===== src/rtl/ialu_pkg.sv =====
// ialu_pkg: shared constants, operation codes and stage types for the integer alu
// no dependencies
package ialu_pkg;

    localparam int DATA_WIDTH = 32;
    localparam int CMD_WIDTH  = 4;

    typedef logic [DATA_WIDTH-1:0] word_t;
    typedef logic [CMD_WIDTH-1:0]  cmd_t;

    localparam cmd_t OP_ADD  = 4'd0;
    localparam cmd_t OP_SUB  = 4'd1;
    localparam cmd_t OP_POS  = 4'd2;
    localparam cmd_t OP_NEG  = 4'd3;
    localparam cmd_t OP_ABS  = 4'd4;
    localparam cmd_t OP_MUL  = 4'd5;
    localparam cmd_t OP_DIV  = 4'd6;
    localparam cmd_t OP_MOD  = 4'd7;
    localparam cmd_t OP_REM  = 4'd8;
    localparam cmd_t OP_AND  = 4'd9;
    localparam cmd_t OP_OR   = 4'd10;
    localparam cmd_t OP_NAND = 4'd11;
    localparam cmd_t OP_NOR  = 4'd12;
    localparam cmd_t OP_XOR  = 4'd13;
    localparam cmd_t OP_XNOR = 4'd14;
    localparam cmd_t OP_NOT  = 4'd15;

    // per-item context carried beside the divider stages
    typedef struct packed {
        cmd_t  cmd;
        word_t b;
        logic  neg_a;
        logic  neg_b;
        logic  dz;
        word_t simple;
    } ctx_t;

endpackage


===== src/rtl/ialu_div_stage.sv =====
// ialu_div_stage: one restoring-division step on unsigned magnitudes
// depends on ialu_pkg
module ialu_div_stage
    import ialu_pkg::*;
(
    input  word_t rem_in,
    input  word_t quo_in,
    input  word_t div_in,
    output word_t rem_out,
    output word_t quo_out
);
    logic [DATA_WIDTH:0] shifted;
    logic [DATA_WIDTH:0] diff;

    always_comb
    begin
        shifted = {rem_in, quo_in[DATA_WIDTH-1]};
        diff    = shifted - {1'b0, div_in};
        if (!diff[DATA_WIDTH])
        begin
            rem_out = diff[DATA_WIDTH-1:0];
            quo_out = {quo_in[DATA_WIDTH-2:0], 1'b1};
        end
        else
        begin
            rem_out = shifted[DATA_WIDTH-1:0];
            quo_out = {quo_in[DATA_WIDTH-2:0], 1'b0};
        end
    end
endmodule


===== config.mk =====
export PLATFORM = sky130hd
export DESIGN_NAME = ialu_div_stage
export DESIGN_NICKNAME = d
export VERILOG_FILES = /design/src/rtl/ialu_pkg.sv /design/src/rtl/ialu_div_stage.sv
export SDC_FILE = /design/constraint.sdc
export NUM_CORES = 1
export LEC_CHECK = 0
export BUFFER_PORTS_ARGS = -buffer_cell sky130_fd_sc_hd__clkbuf_2
export CAP_MARGIN = 25
export CELL_PAD_IN_SITES_DETAIL_PLACEMENT = 1
export CELL_PAD_IN_SITES_GLOBAL_PLACEMENT = 1
export CORE_ASPECT_RATIO = 1.4
export CORE_MARGIN = 2
export CORE_UTILIZATION = 31
export DETAILED_ROUTE_END_ITERATION = 16
export PLACE_DENSITY_LB_ADDON = 0.1
export SYNTH_ARGS = -nofsm -noshare
export SYNTH_HDL_FRONTEND = slang
export SYNTH_SLANG_ARGS = --single-unit

===== constraint.sdc =====
create_clock -name vclk -period 3.5
set_clock_uncertainty 0.2 [all_clocks]
set_input_delay 0.175 -clock vclk [all_inputs]
set_output_delay 0.175 -clock vclk [all_outputs]
set_load 0.02 [all_outputs]

==> flow_summary.yaml <==
layout:
  seq_cells: 0
  n_fill_cell: 1132
  fin_nets: 587
  fin_util_pct: 36.5
  final_area_um2: 3110
  drive_gt1_share_pct: 29.4
  num_antenna_cells: 0
  regArea_um2: 0
  area_growth_pct: 15.6
  clock_buffers: 0
placed_design:
  place_hpwl_mm: 7.71
  place_area_um2: 3110
  gp_congestion: 0.803
  pre_cts_slack_ns: 0.183
  port_buffers: 98
worst_setup_path:
  start_kind: "primary input"
  critical_path.max_fanout: 8
  cp-end-kind: "output pin"
  worstPathRequired_ns: 3.12
  critical_path_class: "primary input to output pin"
  worstPathArrival_ns: 2.88
  startpoint: "rem_in[15]"
global_route:
  overflow: 0
  grt_max_degree: 21
  antenna_found_initial: 0
  grt_pass1_wl_mm: 14.0
  grt_pass1_vias: 3063
  grt_usage_pct: 18.4
logic_synthesis:
  synth.largest_area_cell: "ha_1"
  syn_area_um2: 2690
  yosys_warnings: 0
  ys_types: 49
  syn_nets: 520
  synth_cells: 391
  synth_top_area_share_pct: 14.9
  seq_area_frac_synth_pct: 0
  avgSynthCellArea_um2: 6.87
  synth_area_leaders: "ha_1, mux2_4, buf_4"
floorplanning:
  dieArea_um2: 9440
  ios: 160
  die_w_um: 82.7
  std_cell_rows: 40
  start_util_pct: 31.6
  core_um2: 8510
  die_y_um: 114
sta:
  finalCritPeriodShare_pct: 93.1
  fin_ws_ns: 0.242
  max_slew_margin_pct: 66.5
  final-setup-viol-count: 0
  rsz0062_at_grt: "no"
  tns_ns: 0
  drv_slew: 0
  hold_viol_final: 0
  tightest_slew_ns: 0.497
  fmax_mhz: 307
  timing.final.crit_period_ns: 3.26
clock_tree:
  post_cts_buffers: 0
  cts_hold_buf: 0
  post_cts_resized: 0
drt:
  drc_errors: 0
  dr.pass1.iters: 4
  wl_per_cell_um: 15.4
  ant_nets: 0
  vias: 2947
  drt-total-wl_mm: 8.64
  post_drt_via_cell_ratio: 5.25
  drt_iter0_markers: 80
hold_path:
  hold_depth: 0
  hold_path.class: "primary input to output pin"
  min_from: "quo_in[16]"
pwr:
  p_per_area_nw_per_um2: 253
  vdd_ir_drop_max_uv: 86.3
  leakagePower_nw: 1.71
run_status:
  status: "finished, final reports clean"
flow_run:
  maxCapViolations: 0
layer usage:
metal / wire length [um] / vias to the layer above / part of all wire (%) / GRT usage [%]
li1: - / 1483 / - / -
met1: 3290 / 1387 / 38 / 19.8
met2: 4910 / 69 / 57 / 37.9
met3: 318 / 8 / 3.7 / 1.18
met4: 117 / 0 / 1.4 / 2.73
met5: 0 / - / 0 / 0
cells in the final DEF, fill, tap and decap left out, types with 2 or more instances in the layout:
cell type	n
a211oi_1	4
a21boi_0	2
a21o_1	15
a21oi_1	34
a31oi_1	2
and2_1	3
and3_1	6
and4_1	2
buf_4	12
clkbuf_2	98
ha_1	32
inv_1	41
mux2_4	18
nand2_1	44
nand2b_1	5
nand3_1	11
nand4_1	7
nor2_1	16
nor2b_1	5
nor3_1	4
o2111ai_1	2
o211ai_1	8
o21a_1	6
o21ai_0	24
o21bai_1	5
o31ai_1	5
o41ai_1	2
xnor2_1	14
xor2_1	10
critical path: stages:
cell	delay (ns)
clkbuf_2	0.09
ha_1	0.41
a21oi_4	0.22
o211ai_1	0.12
a221o_1	0.34
a211o_1	0.30
o211ai_1	0.27
o211ai_4	0.15
inv_2	0.11
buf_4	0.21
mux2_4	0.31
clkbuf_2	0.16
logic make-up (layout without fill, tap and decap cells):
family	after synthesis	in the layout	share of synthesized area (%)
AO/OA/AOI/OAI	120	120	29.7
XOR/XNOR	24	24	7.82
adder cells (fa/ha/maj)	33	33	15.6
buffers and inverters	88	153	17.5
multiplexers	18	18	10.1
AND/OR/NAND/NOR	108	108	19.3
per-stage QoR:
stage / cells / power, mW / hold slack (ns)
CTS: 561 / 0.799 / 0.150
global placement: 561 / 0.790 / 0.150
finish: 561 / 0.787 / 0.150
global route: 561 / 0.870 / 0.150
detailed placement: 561 / 0.795 / 0.150
floorplan: 391 / 0.602 / 0.263
Yosys cell counts, types with 2 or more instances:
library cell,count
nand2_1,44
inv_1,41
a21oi_1,34
ha_1,32
buf_4,31
o21ai_0,24
mux2_4,18
nor2_1,16
a21o_1,15
xnor2_1,14
clkbuf_1,11
nand3_1,11
xor2_1,10
o211ai_1,8
nand4_1,7
and3_1,6
o21a_1,6
nand2b_1,5
nor2b_1,5
o21bai_1,5
o31ai_1,5
a211oi_1,4
nor3_1,4
and2_1,3
buf_6,3
a21boi_0,2
a31oi_1,2
and4_1,2
o2111ai_1,2
o41ai_1,2
layout make-up:
| type | instances | area (um2) | share of cell area [%] |
|---|---|---|---|
| multi-input cells | 303 | 2220 | 71.4 |
| repair buffers | 111 | 601 | 19.3 |
| inverters | 42 | 158 | 5.08 |
| well taps | 105 | 131 | 4.23 |
where the power goes:
part	switching (mW)	internal [mW]
logic	0.450	0.337
registers	0	0
clock network	0	0
total	0.450	0.337
path summary, 6_finish.rpt:
check / slack [ns] / endpoint
max: 0.24 / rem_out[3]
min: 0.15 / quo_out[17]
No activity file was read; power rests on OpenSTA's default activity.
